--- config.mk ---
export PLATFORM = sky130hd
export DESIGN_NAME = arp_request_responder
export DESIGN_NICKNAME = d
export VERILOG_FILES = /design/src/sv/arp_rr_pkg.sv /design/src/sv/arp_request_responder.sv
export SDC_FILE = /design/constraint.sdc
export NUM_CORES = 1
export LEC_CHECK = 0
export BUFFER_PORTS_ARGS = -buffer_cell sky130_fd_sc_hd__buf_2
export CAP_MARGIN = 20
export CORE_MARGIN = 4
export CORE_UTILIZATION = 24
export CTS_CLUSTER_DIAMETER = 150
export CTS_CLUSTER_SIZE = 28
export DETAILED_ROUTE_END_ITERATION = 10
export GPL_ROUTABILITY_DRIVEN = 0
export SYNTH_ARGS = -nofsm -noshare
export SYNTH_HDL_FRONTEND = slang
export SYNTH_SLANG_ARGS = --single-unit
--- constraint.sdc ---
create_clock -name clk -period 9.4 [get_ports clk]
set_input_delay 0.94 -clock clk [delete_from_list [all_inputs] [get_ports clk]]
set_output_delay 0.94 -clock clk [all_outputs]
set_load 0.01 [all_outputs]
--- src/sv/arp_rr_pkg.sv ---
// ----------------------------------------------------------------------------
// arp_rr_pkg
// Constants shared by the ARP request responder and its checker.
// ----------------------------------------------------------------------------
package arp_rr_pkg;

  // Payload length of an Ethernet/IPv4 ARP frame, in bytes
  localparam int unsigned FRAME_BYTES  = 28;
  localparam int unsigned HEADER_BYTES = 8;
  localparam int unsigned POS_W        = 5;

  // Byte positions that bound the captured fields
  localparam logic [POS_W-1:0] POS_LAST_HDR  = 5'd7;
  localparam logic [POS_W-1:0] POS_LAST_SMAC = 5'd13;
  localparam logic [POS_W-1:0] POS_LAST_SIP  = 5'd17;
  localparam logic [POS_W-1:0] POS_FIRST_TIP = 5'd24;
  localparam logic [POS_W-1:0] POS_FINAL     = 5'd27;
  localparam logic [POS_W-1:0] POS_DONE      = 5'd28;

  // Configuration register indexes
  localparam int unsigned CFG_INDEX_W = 1;
  localparam logic [CFG_INDEX_W-1:0] REG_LOCAL_MAC = 1'b0;
  localparam logic [CFG_INDEX_W-1:0] REG_LOCAL_IP  = 1'b1;

  typedef logic [7:0] byte_t;

  // Expected request header: hw type 1, proto IPv4, hlen 6, plen 4, opcode 1
  localparam byte_t REQ_HEADER [HEADER_BYTES] = '{
    8'h00, 8'h01, 8'h08, 8'h00, 8'h06, 8'h04, 8'h00, 8'h01
  };

  // Reply header: same as the request but opcode 2
  localparam logic [63:0] REPLY_HEADER = 64'h0001_0800_0604_0002;

endpackage

--- src/sv/arp_request_responder.sv ---
// ----------------------------------------------------------------------------
// arp_request_responder
// Parses received ARP payload bytes and answers requests for the local IP
// with a 28-byte ARP reply.
// ----------------------------------------------------------------------------
//
//  channel   | direction | tdata          | tlast            | per beat
//  ----------+-----------+----------------+------------------+----------------
//  s_axis    | in        | [7:0] rx_byte  | rx_end           | one rx byte
//  m_axis    | out       | [7:0] tx_byte  | tx_last          | one reply byte
//  cfg       | in        | cfg_data 48b   | -                | one reg write
//
//  Each received byte updates the parse state straight from the input
//  beat. A matching 28th byte loads the whole reply into a shift register,
//  which then sends one byte per cycle while m_axis_tready is high, for 28 beats.
//  Receive keeps going during a reply; only a 28th byte of the next frame
//  waits until the reply shift register has emptied.
//  Reset (rst, synchronous) clears the parse position and the reply valid
//  and sets the header flag; output stalls simply hold the current byte.
// ----------------------------------------------------------------------------
module arp_request_responder (
  input  logic        clk,
  input  logic        rst,
  // receive stream
  input  logic        s_axis_tvalid,
  output logic        s_axis_tready,
  input  logic [7:0]  s_axis_tdata,   // [7:0] rx_byte
  input  logic        s_axis_tlast,
  // reply stream
  output logic        m_axis_tvalid,
  input  logic        m_axis_tready,
  output logic [7:0]  m_axis_tdata,   // [7:0] tx_byte
  output logic        m_axis_tlast,
  // configuration writes
  input  logic        cfg_we,
  input  logic [arp_rr_pkg::CFG_INDEX_W-1:0] cfg_index,
  input  logic [47:0] cfg_data
);

  localparam int unsigned REPLY_W = 8 * arp_rr_pkg::FRAME_BYTES;

  // configuration
  logic [47:0] local_mac;
  logic [31:0] local_ip;

  // parse state
  logic [arp_rr_pkg::POS_W-1:0] byte_position;
  logic                         header_matches;
  logic [47:0]                  peer_mac;
  logic [31:0]                  peer_ip;
  logic [31:0]                  asked_ip;

  // reply state
  logic                         busy;
  logic [arp_rr_pkg::POS_W-1:0] tx_count;
  logic [REPLY_W-1:0]           reply;

  logic        rx_beat;
  logic        tx_beat;
  logic        in_frame;
  logic        header_ok_next;
  logic [31:0] asked_ip_next;
  logic        reply_hit;

  // hold off only the byte that could start a second reply
  assign s_axis_tready = !(busy && byte_position == arp_rr_pkg::POS_FINAL);
  assign rx_beat       = s_axis_tvalid && s_axis_tready;
  assign tx_beat       = busy && m_axis_tready;
  assign in_frame      = byte_position < arp_rr_pkg::POS_DONE;

  // check the header byte and shift in the target IP
  always_comb begin
    header_ok_next = header_matches;
    if (byte_position <= arp_rr_pkg::POS_LAST_HDR &&
        s_axis_tdata != arp_rr_pkg::REQ_HEADER[byte_position[2:0]]) begin
      header_ok_next = 1'b0;
    end
    asked_ip_next = asked_ip;
    if (byte_position >= arp_rr_pkg::POS_FIRST_TIP && in_frame) begin
      asked_ip_next = {asked_ip[23:0], s_axis_tdata};
    end
  end

  assign reply_hit = rx_beat && byte_position == arp_rr_pkg::POS_FINAL &&
                     header_ok_next && asked_ip_next == local_ip;

  // configuration registers
  always_ff @(posedge clk) begin
    if (rst) begin
      local_mac <= '0;
      local_ip  <= '0;
    end else if (cfg_we) begin
      unique case (cfg_index)
        arp_rr_pkg::REG_LOCAL_MAC: local_mac <= cfg_data;
        arp_rr_pkg::REG_LOCAL_IP:  local_ip  <= cfg_data[31:0];
        default: ;
      endcase
    end
  end

  // parse position and header flag
  always_ff @(posedge clk) begin
    if (rst) begin
      byte_position  <= '0;
      header_matches <= 1'b1;
    end else if (rx_beat) begin
      if (s_axis_tlast) begin
        byte_position  <= '0;
        header_matches <= 1'b1;
      end else if (in_frame) begin
        byte_position  <= byte_position + 1'b1;
        header_matches <= header_ok_next;
      end
    end
  end

  // capture sender addresses and target IP
  always_ff @(posedge clk) begin
    if (rst) begin
      peer_mac <= '0;
      peer_ip  <= '0;
      asked_ip <= '0;
    end else if (rx_beat && in_frame) begin
      if (byte_position > arp_rr_pkg::POS_LAST_HDR &&
          byte_position <= arp_rr_pkg::POS_LAST_SMAC) begin
        peer_mac <= {peer_mac[39:0], s_axis_tdata};
      end else if (byte_position > arp_rr_pkg::POS_LAST_SMAC &&
                   byte_position <= arp_rr_pkg::POS_LAST_SIP) begin
        peer_ip <= {peer_ip[23:0], s_axis_tdata};
      end
      asked_ip <= asked_ip_next;
    end
  end

  // reply control: load on a hit, advance one byte per beat
  always_ff @(posedge clk) begin
    if (rst) begin
      busy     <= 1'b0;
      tx_count <= '0;
    end else if (reply_hit) begin
      busy     <= 1'b1;
      tx_count <= '0;
    end else if (tx_beat) begin
      if (tx_count == arp_rr_pkg::POS_FINAL) begin
        busy <= 1'b0;
      end
      tx_count <= tx_count + 1'b1;
    end
  end

  // reply bytes, first byte in the top lane
  always_ff @(posedge clk) begin
    if (reply_hit) begin
      reply <= {arp_rr_pkg::REPLY_HEADER, local_mac, asked_ip_next, peer_mac, peer_ip};
    end else if (tx_beat) begin
      reply <= {reply[REPLY_W-9:0], 8'h00};
    end
  end

  assign m_axis_tvalid = busy;
  assign m_axis_tdata  = reply[REPLY_W-1 -: 8];
  assign m_axis_tlast  = tx_count == arp_rr_pkg::POS_FINAL;

endmodule

# Word level (Yosys, flattened, before mapping)
# Memories as Yosys holds them, arrays and structs flattened.
# Cells that the tools add are included.
op_classes:
  magnitude_cmp: 8
  div: 0
  n_reduce_logical: 22
  n_addsub: 2
  bitwise_logic: 3
  shift: 0
  multipliers: 0
  n_mux: 13
  eq_ne: 4
op_table:
  columns: ["cell", "count"]
  rows:
  - ["$mux W160", 2]
  - ["$eq A32 B32 Y1", 1]
  - ["$mux W32", 1]
  - ["$mux W8", 2]
  - ["$logic_and A1 B1 Y1", 11]
  - ["$add A5 B1 Y5 const B", 2]
  - ["$eq A5 B5 Y1 const B", 2]
  - ["$mux W5", 2]
  - ["$reduce_and A2 Y1", 5]
  - ["$ne A8 B8 Y1", 1]
  - ["$mux W1", 6]
  - ["$reduce_bool A2 Y1", 3]
  - ["$ge A5 B5 Y1 const B", 1]
  - ["$gt A5 B3 Y1 const B", 1]
  - ["$gt A5 B4 Y1 const B", 1]
  - ["$le A5 B3 Y1 const B", 1]
  - ["$le A5 B4 Y1 const B", 1]
  - ["$le A5 B5 Y1 const B", 1]
  - ["$lt A5 B5 Y1 const B", 1]
  - ["$ge A4 B4 Y1 const B", 1]
  - ["$not A3 Y4", 1]
  - ["$reduce_and A3 Y1", 1]
  - ["$not A1 Y1", 2]
  - ["$reduce_or A2 Y1", 1]
  - ["$logic_not A1 Y1", 1]
totals:
  romBits: 64
  register_bits: 428
  memories: 1
  latch_bits: 0
  mem_bits_rw: 0
  elab_cells: 64
mem_list:
  columns: ["name", "words", "word_bits", "read_ports", "rd_ports_with_merged_regs", "wr", "line", "text"]
  rows:
  - ["(name not given)", 8, 8, 1, 0, 0, "arp_request_responder.sv:75", "s_axis_tdata != arp_rr_pkg::REQ_HEADER[byte_position[2:0]]) begin"]

# Longest topological paths before layout
# Gate-level depths: netlist of run 1.
logic_depth:
  word_depth: 11
  depth_mapped: 13
  depth_no_buf: 9

# Worst setup path before layout of run 1
# OpenSTA, ideal clock, no wires.
synth_path:
  kind: "input to register"
  startpoint: "input s_axis_tdata[5]"
  endpoint: "register reply[0], enable pin"
  required_ps: 8852
  setup_slack_ps: 2586
  cell_stages: 9
  t_arrival_ps: 6266
  path_buffers: 2
  setup_time_ps: 548
  cell_sequence: "nor4_1 o21ai_0 nor3_1 a31o_2 o2111ai_1 nor3_4 buf_6 buf_4 nand2b_1"
synth_via:
  elab_chain_len: 6
  elab_cells_between_ends: 8
  cone_classes: "2 x eq/ne; 2 x mux; 4 x reduce/logical"
synth_lines:
  columns: ["element", "line", "text"]
  rows:
  - ["start, declared", "arp_request_responder.sv:27", "input logic [7:0] s_axis_tdata,"]
  - ["$ne A8 B8 Y1", "arp_request_responder.sv:75", null]
  - ["$logic_and A1 B1 Y1", "arp_request_responder.sv:74", "if (byte_position <= arp_rr_pkg::POS_LAST_HDR &&"]
  - ["$mux W1", "arp_request_responder.sv:74", null]
  - ["$logic_and A1 B1 Y1", "arp_request_responder.sv:84", "assign reply_hit = rx_beat && byte_position == arp_rr_pkg::POS_FINAL &&"]
  - ["$logic_and A1 B1 Y1 *", "arp_request_responder.sv:85", "header_ok_next && asked_ip_next == local_ip;"]
  - ["$reduce_bool A2 Y1 (no line) *", null, null]
  - ["end signal, assigned", "arp_request_responder.sv:154", "reply <= {arp_rr_pkg::REPLY_HEADER, local_mac, asked_ip_next, peer_mac, peer_ip};"]
  - ["end signal, assigned", "arp_request_responder.sv:156", "reply <= {reply[REPLY_W-9:0], 8'h00};"]
  - ["end, declared", "arp_request_responder.sv:56", "logic [REPLY_W-1:0] reply;"]
# Every way passes the cells marked *; elsewhere a longest branch is shown, timed or not.
# A chain may end at the register's enable or synchronous reset.

# Final worst setup path of run 1
layout_path:
  startpoint: "register byte_position[2] (netlist name)"
  endpoint: "register reply[159] (data pin)"
layout_via:
  elab_chain_len: 10
  elab_cells_between_ends: 21
  cone_classes: "3 x order compare; 3 x eq/ne; 5 x mux; 1 x bitwise; 8 x reduce/logical; 1 x memory"
layout_lines:
  columns: ["element", "line", "text"]
  rows:
  - ["start, declared", "arp_request_responder.sv:47", "logic [arp_rr_pkg::POS_W-1:0] byte_position;"]
  - ["start signal, assigned", "arp_request_responder.sv:111", "byte_position <= byte_position + 1'b1;"]
  - ["$not A3 Y4 (implied by the code)", "arp_request_responder.sv:75", null]
  - ["$mem_v2 Z8 W8", null, null]
  - ["$mux W8 (implied by the code) (2 in series)", "arp_request_responder.sv:75", null]
  - ["$ne A8 B8 Y1", "arp_request_responder.sv:75", null]
  - ["$logic_and A1 B1 Y1", "arp_request_responder.sv:74", null]
  - ["$mux W1", "arp_request_responder.sv:74", null]
  - ["$logic_and A1 B1 Y1", "arp_request_responder.sv:84", null]
  - ["$logic_and A1 B1 Y1 *", "arp_request_responder.sv:85", null]
  - ["$mux W160 *", "arp_request_responder.sv:153", "if (reply_hit) begin"]
# Every way passes the cells marked *; elsewhere a longest branch is shown, timed or not. The select of a mux whose other input is x is not followed.

==> summary.md, run 1 <==
| Metric | Value |
|---|---|
| Outcome | finished, final reports clean |
| Crit path launch type | flop |
| Crit end category | flop |
| # DRC | 0 |
| Fmax | 200 MHz |
| Antenna Nets Post-Route | 0 |
| Synth top cells by count | 401 x nand2_1, 268 x dfxtp_1, 197 x a21oi_1 |
| Clock Path Buffers | 3 |
| Synth Area per Inst | 10.6 um2 |
| Yosys cell types | 48 |
| Worst hold path endpoint | peer_mac[46] |
| Most Crowded Layer GR | met2 |
| Power per cell area | 162 nW/um2 |
| Synth Flop Type | dfxtp_1 |
| Clock skew | 0.0282 ns |
| Worst reg2reg path endpoint | reply[159] |
| Nets | 1682 |
| Fillers | 7389 |
| Worst Setup Path Type | reg2reg |
| Share of layout cells above drive strength 1 | 11.3% |
| Actual slew at the worst max-slew pin | 1.07 ns |
| Crit-path max FO | 85 |
| Slew headroom | 28.8% |
| I/O pin cnt | 74 |
| Net Count, Synth | 1685 |
| Fin. max-slew vios | 0 |
| Vias/cell | 4.36 |
| Setup TNS | 0 ns |
| Cells on Worst Hold Path | 2 |
| Total Die Area | 75600 um2 |
| Worst-path clk slew | 0.11 ns |
| Max cap viols | 0 |
| # resized after CTS | 0 |
| Place WS | 4.16 ns |
| Rows | 97 |
| Die Width | 275 um |
| Clock sink count | 428 |
| Area share of the largest cell type after synthesis | 31.4% |
| Worst R2R Setup Slack | 4.41 ns |
| Unrepaired setup endpoints after global routing | no |
| 1st-iter DRT viols | 902 |
| Worst Path Arrival | 5.29 ns |
| Hold Crit Start | peer_mac[46] |
| Area Growth Syn to Fin | 10.2% |
| Area leader, netlist | dfxtp_1 |
| N_diodes | 0 |
| Count leader, synth | nand2_1 |
| Routed WL per cell | 14.4 um |
| Core Util, Final | 26.8% |
| Overall Power | 3.05 mW |
| Synth top area cells | dfxtp_1 31%, edfxtp_1 28%, nand2_1 8.8% |
| Reg2Reg Depth | 10 |
| P_leak | 5.95 nW |
| CTS HTree Levels | 1 |
| CTS Buf Count | 19 |
| Post-Syn Instances | 1617 |
| Starting density of the core | 24.3% |
| Number of synthesized flops with an enable pin | 160 |
| Sequential area share after synthesis | 59.5% |
| Crit share post-route | 53.1% |
| M3 GR Usage | 1.46% |
| Hold buffer count at cts | 0 |
| DPL Wire Length | 23300 um |
| Largest net degree at the start of global routing | 130 |
| GR Util met1 | 12.8% |
| Drt first pass iters | 5 |
| Setup-failing EPs final | 0 |
| CTS tree | built |
| Final wirelength | 37100 um |
| Post-synthesis register bit count | 428 |
| Post-Synthesis Cell Area | 17100 um2 |
| GR Layer Usage met2 | 16.2% |
| Via count | 11.2k |
| CTS Root Cell | clkbuf_16 |
| PnR worst setup slack | 4.41 ns |
| Final hold viol count | 0 |
| Hold slack | 0.454 ns |
| Worst min path class | reg2reg |
| Vias in the first global route | 11.0k |
| Tmin final | 4.99 ns |
| GRT overflow | 0 |
| Ys async rst share | 0% |
| Worst-Skew Late Latency | 0.55 ns |
| Warnings, synthesis | 0 |
| Post-CTS setup buffers | 0 |
| RR Startpoint | byte_position[2] |
| VDD IR max | 0.101 mV |
| First-pass GRT wire length | 59600 um |
| Core area | 70300 um2 |
| Tot GR Track Use | 9.61% |
| Antenna violations before repair | 0 |
| Die H | 275 um |
| # port buffers | 73 |
| Data required time of the worst path | 9.70 ns |
logic make-up after synthesis:
| family | synth area share [%] |
|---|---|
| multiplexers | 13.4 |
| adder cells (fa/ha/maj) | 0.366 |
| flip-flops | 59.5 |
| buffers and inverters | 4.14 |
| AND/OR/NAND/NOR | 12.8 |
| AO/OA/AOI/OAI | 8.08 |
| XOR/XNOR | 1.79 |
flip-flops by register name (all words and copies together) (netlist names):
name,flops
asked_ip,32
byte_position,5
header_matches,1
local_ip,32
local_mac,48
m_axis_tvalid,1
peer_ip,32
peer_mac,48
reply,224
tx_count,5
through the flow:
stage	instances	area, um2
after floorplan	1617	17100
after global placement	2530	18200
after detailed placement	2532	18300
after CTS	2565	18800
after global routing	2566	18800
final	2566	18800
final cells by class:
type / count / area, um2 / share of cell area [%]
clock buffer: 31 / 520 / 2.76
clock inverter: 2 / 28.8 / 0.153
inverter: 35 / 131 / 0.698
multi-input combinational: 1038 / 6240 / 33.1
sequential: 428 / 10200 / 54.0
tap: 940 / 1180 / 6.25
timing repair buffer: 92 / 567 / 3.01
placed cells by master, fill, tap and decap left out, types with 3 or more instances in the layout:
master	Yosys	routed
nand2b_1	7	5
xor2_1	6	6
mux2_1	67	67
a211oi_1	27	27
dfxtp_1	268	268
and2_1	15	14
nand4_1	5	5
xnor2_1	29	29
clkbuf_16	0	19
o21ai_0	4	4
nand3_1	11	11
buf_4	15	16
clkbuf_1	65	12
a211o_1	6	6
inv_1	35	35
nor4_1	5	5
nand2_1	401	399
nor3_1	9	9
mux2_2	58	58
a21oi_1	197	197
mux2i_1	86	86
buf_2	14	72
nor2_1	72	72
ha_1	5	5
edfxtp_1	160	160
a21boi_0	3	3
critical path: stages (launching register included):
cell	delay (ns)
dfxtp_1	0.46
and3b_1	0.95
mux2i_1	0.42
xnor2_1	0.12
nor4_1	0.35
nand4_1	0.24
nor3_4	0.24
buf_4	0.40
buf_16	0.33
buf_4	0.74
mux2_2	0.42
metal layers:
layer	share of wire (%)	wire, um	vias to the layer above
met5	0	0	-
met4	2.9	1080	0
met3	4.2	1550	54
met2	47	17600	232
met1	45	16800	5439
li1	-	-	5475
worst max path at each step:
stage | startpoint | end | cells past startpoint
after floorplan | s_axis_tdata[5] | reply[0] | 9
after global placement | byte_position[2] | reply[15] | 9
after detailed placement | byte_position[2] | reply[12] | 9
after CTS | byte_position[2] | reply[65] | 9
after global routing | byte_position[2] | reply[159] | 10
final | byte_position[2] | reply[159] | 10
power by group:
group	internal, mW	total, mW	switching, mW
sequential	1.93	1.95	0.0188
clock	0.394	0.976	0.581
combinational	0.0449	0.127	0.0824
(Power assumes the default switching activity.)
==> run 2, diff against run 1 <==
- ABC_AREA: default -> 1
- clock period: 9.4 -> 4.7 ns (I/O delays scaled with it)
==> summary.md, run 2 <==
| Metric | Value |
|---|---|
| Worst-path clk slew | 0.11 ns |
| VDD IR max | 0.185 mV |
| Nets | 2286 |
| Crit-path max FO | 63 |
| Final hold viol count | 0 |
| Tot GR Track Use | 10.6% |
| Max cap viols | 0 |
| Clk pwr share | 31.3% |
| Area share of the largest cell type after synthesis | 30.2% |
| Crit path launch type | flop |
| Antenna violations before repair | 0 |
| Slew headroom | 30.2% |
| Setup TNS | 0 ns |
| Drt first pass iters | 6 |
| Rows | 99 |
| Hold buffer count at cts | 0 |
| Synth top area cells | dfxtp_1 30%, edfxtp_1 27%, nand2_1 16% |
| Psw | 1.46 mW |
| DPL Wire Length | 28200 um |
| Share of layout cells above drive strength 1 | 6.01% |
| Post-Synthesis Cell Area | 17800 um2 |
| Post-synthesis register bit count | 428 |
| Clock skew | 0.0223 ns |
| I/O pin cnt | 74 |
| Total Die Area | 78400 um2 |
| Most common cell after layout, fill and taps aside | nand2_1 |
| Data required time of the worst path | 4.95 ns |
| Vias in the first global route | 12.2k |
| Met2 wire len | 18400 um |
| Max stage delay cell, worst path | nand2_8 |
| # resized after CTS | 0 |
| Worst-Skew Late Latency | 0.55 ns |
| First-pass GRT wire length | 68200 um |
| Die Width | 280 um |
| WL met3 | 2310 um |
| Synth top cells by count | 745 x nand2_1, 369 x nor2_1, 268 x dfxtp_1 |
| Biggest regs | reply: 224 flops, local_mac: 48 flops, peer_mac: 48 flops |
| Synth Area per Inst | 7.96 um2 |
| Outcome | finished, final reports clean |
| Most frequent cells in the layout | 741 x nand2_1, 367 x nor2_1, 268 x dfxtp_1, 232 x o21ai_0, 160 x edfxtp_1 |
| Tmin final | 4.04 ns |
| CTS Root Cell | clkbuf_16 |
| Fmax | 247 MHz |
| Synth Flop Type | dfxtp_1 |
| Starting density of the core | 24.3% |
| Net Count, Synth | 2301 |
| Unrepaired setup endpoints after global routing | no |
| Pint | 4.78 mW |
| Actual slew at the worst max-slew pin | 1.05 ns |
| P_leak | 8.34 nW |
| CTS HTree Levels | 1 |
| Routed WL per cell | 13.7 um |
| Worst Path Arrival | 4.29 ns |
| CTS Buf Count | 19 |
| CTS tree | built |
| Finished Layout Cells | 3189 |
| Dpl cells | 3156 |
| DRT met1 WL | 22000 um |
| GRT overflow | 0 |
| Largest net degree at the start of global routing | 135 |
| Area Growth Syn to Fin | 10.1% |
| Ordered cell list for the critical path | inv_4, nand3_4, nor2_1, a21boi_0, nand2_1, nor2_1, nand2_1, nor2_1, nand3_1, nand2_8, buf_4 |
| Core area | 73200 um2 |
| Antenna Nets Post-Route | 0 |
| Sequential area share after synthesis | 57.2% |
| N_diodes | 0 |
| Worst path max stage delay | 0.61 ns |
| Largest reg by FF count | reply |
| Worst Setup Path Type | reg2reg |
| CP dominant cell by count | nor2_1 |
| Clock Path Buffers | 3 |
| Post-CTS setup buffers | 0 |
| Warnings, synthesis | 0 |
| # DRC | 0 |
| Seq pwr share | 62.8% |
| Die H | 280 um |
| 1st-iter DRT viols | 1264 |
| Top Layer Used | met4 |
| Post-Syn Instances | 2233 |
| Number of synthesized flops with an enable pin | 160 |
| Worst min path class | in2reg |
| Via count | 13.7k |
| Fin. max-slew vios | 0 |
| Vias/cell | 4.30 |
| Ys async rst share | 0% |
| Count leader, synth | nand2_1 |
| Switching fraction of total power | 23.4% |
| Comb pwr share | 5.8% |
| Crit end category | flop |
| Max reg flops | 224 |
| Yosys cell types | 32 |
| Power per cell area | 319 nW/um2 |
| Setup-failing EPs final | 0 |
| Clock sink count | 428 |
| # port buffers | 73 |
| Crit share post-route | 86.0% |
| Area leader, netlist | dfxtp_1 |
| Final wirelength | 43600 um |
-- run 2: changes by cell type after synthesis, moves of 28 or more --
cell,change
mux2_2,-58
nor2_1,+297
nand2_1,+344
nand3_1,+40
mux2_1,-67
xnor2_1,-28
a21oi_1,-99
o21ai_0,+228
mux2i_1,-85
inv_1,+80
-- run 2: worst max-delay path, delay by kind of cell (launching register included) --
kind	cells	cell delay (ns)
buffers and inverters	2	0.45
AND/OR/NAND/NOR	8	2.08
AO/OA/AOI/OAI	1	0.60
flip-flops	1	0.58
-- run 2: per-stage QoR --
| stage | setup WS (ns) | total power, mW | utilization (%) | hold WS [ns] | cell area [um2] |
|---|---|---|---|---|---|
| 6_report | 0.658 | 6.24 | 26.7 | 0.153 | 19600 |
| 5_1_grt | 0.388 | 6.50 | 26.7 | 0.139 | 19600 |
| 4_1_cts | 0.680 | 6.31 | 26.7 | 0.132 | 19600 |
| 3_5_place_dp | 0.712 | 4.36 | 26.0 | 0.452 | 19000 |
| 3_3_place_gp | 0.802 | 4.36 | 26.0 | 0.451 | 19000 |
| 2_1_floorplan | 0.720 | 4.22 | - | 0.430 | 17800 |
-- run 2: worst paths after layout --
kind	startpoint	to	slack, ns	depth (start not counted)
setup / recovery	byte_position[2]	reply[143]	0.66	11
hold reg to reg	reply[162]	reply[162]	0.47	2
setup reg to reg	byte_position[2]	reply[143]	0.66	11
hold / removal	cfg_data[43]	local_mac[43]	0.15	3
-- run 2: cells by family after synthesis --
| family | synth area share [%] |
|---|---|
| xor+xnor | 0.197 |
| fa+ha+maj | 0.352 |
| simple gates | 25.7 |
| compound gates | 10.4 |
| mux | 0.0563 |
| flops | 57.2 |
| buf+inv | 6.08 |
-- run 2: area by class of cell --
type / count / area, um2
timing repair buffer: 97 / 621
clock inverter: 2 / 25.0
tap: 959 / 1200
inverter: 118 / 448
multi-input combinational: 1554 / 6570
sequential: 428 / 10200
clock buffer: 31 / 520
fill: 7986 / 53700
-- run 2: per-layer routing --
metal,up-vias,GRT usage [%]
met4,0,2.22
met5,-,0
met3,41,1.38
met2,335,16.1
met1,6240,16.2
li1,7097,-
-- run 2: power by group through the flow --
| stage | Clock, mW | Combinational, mW | Sequential [mW] |
|---|---|---|---|
| floorplan | 0 | 0.231 | 3.99 |
| global route | 2.16 | 0.414 | 3.93 |
| finish | 1.95 | 0.365 | 3.92 |
| CTS | 2.03 | 0.362 | 3.92 |
| global placement | 0 | 0.359 | 4.00 |
| detailed placement | 0 | 0.360 | 4.00 |
==> run 3, diff against run 2 <==
==> constraint.sdc (replaced) <==
create_clock -name clk -period 4.7 [get_ports clk]
set_input_delay 0.235 -clock clk [delete_from_list [all_inputs] [get_ports clk]]
set_output_delay 0.235 -clock clk [all_outputs]
set_load 0.01 [all_outputs]
==> summary.md, run 3 (synthesis results as in run 2) <==
| Metric | Value |
|---|---|
| Outcome | finished, final reports clean |
| Worst hold path endpoint | local_mac[4] |
| Nets | 2333 |
| Vias/cell | 4.33 |
| CTS HTree Levels | 1 |
| Worst Setup Path Type | reg2reg |
| Crit path launch type | flop |
| CTS Buf Count | 19 |
| Final wirelength | 44000 um |
| Drt first pass iters | 6 |
| Worst reg2reg path endpoint | reply[16] |
| Share of layout cells above drive strength 1 | 5.93% |
| Crit end category | flop |
| Max cap viols | 0 |
| Largest reg by FF count | reply |
| Clock sink count | 428 |
| N_diodes | 0 |
| DPL Wire Length | 28200 um |
| CTS Root Cell | clkbuf_16 |
| Critical path launch point | byte_position[2] |
| Cells on Worst Hold Path | 3 |
| Setup TNS | 0 ns |
| Core Util, Final | 27.3% |
| Vias in the first global route | 12.5k |
| RR Startpoint | byte_position[2] |
| Tmin final | 4.01 ns |
| Worst-path clk slew | 0.11 ns |
| Die H | 280 um |
| Clock Path Buffers | 3 |
| Biggest regs | reply: 224 flops, local_mac: 48 flops, peer_mac: 48 flops |
| Total Die Area | 78400 um2 |
| Worst min path class | in2reg |
| VDD IR max | 0.182 mV |
| Max reg flops | 224 |
| I/O pin cnt | 74 |
| Final hold viol count | 0 |
| Setup-failing EPs final | 0 |
| Antenna violations before repair | 0 |
| First-pass GRT wire length | 68900 um |
| Largest net degree at the start of global routing | 135 |
| Worst R2R Setup Slack | 0.69 ns |
| Tot GR Track Use | 10.7% |
| Power per cell area | 313 nW/um2 |
| GRT overflow | 0 |
| Most common cell after layout, fill and taps aside | nand2_1 |
| Rows | 99 |
| # DRC | 0 |
| Most frequent cells in the layout | 741 x nand2_1, 367 x nor2_1, 268 x dfxtp_1, 232 x o21ai_0, 160 x edfxtp_1 |
| CTS tree | built |
| Hold Crit Start | cfg_data[4] |
| Place WS | 0.721 ns |
| Actual slew at the worst max-slew pin | 1.04 ns |
| Crit-path max FO | 63 |
| # port buffers | 73 |
| 1st-iter DRT viols | 1293 |
| Worst-Skew Late Latency | 0.55 ns |
| Via count | 14.0k |
| Slew headroom | 30.5% |
| Overall Power | 6.26 mW |
| Antenna Nets Post-Route | 0 |
| P_leak | 8.54 nW |
| Fmax | 249 MHz |
| Clock skew | 0.0253 ns |
| Core area | 73200 um2 |
| Area Growth Syn to Fin | 12.6% |
| Routed WL per cell | 13.6 um |
| Worst Path Arrival | 4.25 ns |
| PnR worst setup slack | 0.686 ns |
| Die Width | 280 um |
| Crit share post-route | 85.4% |
| Unrepaired setup endpoints after global routing | no |
| Fillers | 7865 |
| Fin. max-slew vios | 0 |
| Starting density of the core | 24.3% |
| Data required time of the worst path | 4.94 ns |
| Reg2Reg Depth | 11 |
## run 3: through the flow
| stage | area, um2 | std cells | hold WS, ns |
|---|---|---|---|
| after global routing | 20000 | 3236 | 0.0310 |
| after floorplan | 17800 | 2233 | 0.304 |
| final | 20000 | 3236 | 0.0258 |
| after CTS | 20000 | 3236 | 0.00622 |
| after detailed placement | 19000 | 3157 | 0.449 |
| after global placement | 19000 | 3157 | 0.447 |
## run 3: final cells by class
cell class	instances	area [um2]	area share (%)
multi-input cells	1554	6570	32.8
repair buffers	144	1080	5.38
well taps	959	1200	6.00
flip-flops and latches	428	10200	50.8
clock buffers	31	520	2.60
inverters	118	448	2.24
clock inverters	2	25.0	0.125
## run 3: timing repair
action                    4_1_cts  5_1_grt
buffers inserted                0        0
hold buffers                   46        0
hold endpoints to repair       50        0
resized for setup               0        0
## run 3: routing by layer
| layer | global-route usage, % | up-vias | wire length (um) |
|---|---|---|---|
| li1 | - | 7183 | - |
| met1 | 16.4 | 6424 | 22200 |
| met2 | 16.3 | 355 | 18700 |
| met3 | 1.26 | 37 | 2320 |
| met4 | 2.07 | 0 | 787 |
| met5 | 0 | - | 0 |
## run 3: worst max-delay path, stage by stage, from the launching register on
cell	delay [ns]
dfxtp_1	0.57
inv_4	0.13
nand3_4	0.41
nor2_1	0.22
a21boi_0	0.59
nand2_1	0.13
nor2_1	0.12
nand2_1	0.06
nor2_1	0.10
nand3_1	0.42
nand2_8	0.60
buf_12	0.27
## run 3: worst max-delay path by stage
stage | end | depth (start not counted)
floorplan | reply[0] | 13
global placement | reply[150] | 11
detailed placement | reply[155] | 11
CTS | reply[159] | 11
global route | reply[148] | 11
finish | reply[16] | 11
## run 3: report_power, final
part / leakage, nW / internal, mW / switching, mW
logic: 4.60 / 0.140 / 0.255
clock network: 0.260 / 0.785 / 1.16
registers: 3.68 / 3.88 / 0.0421
total: 8.54 / 4.80 / 1.46
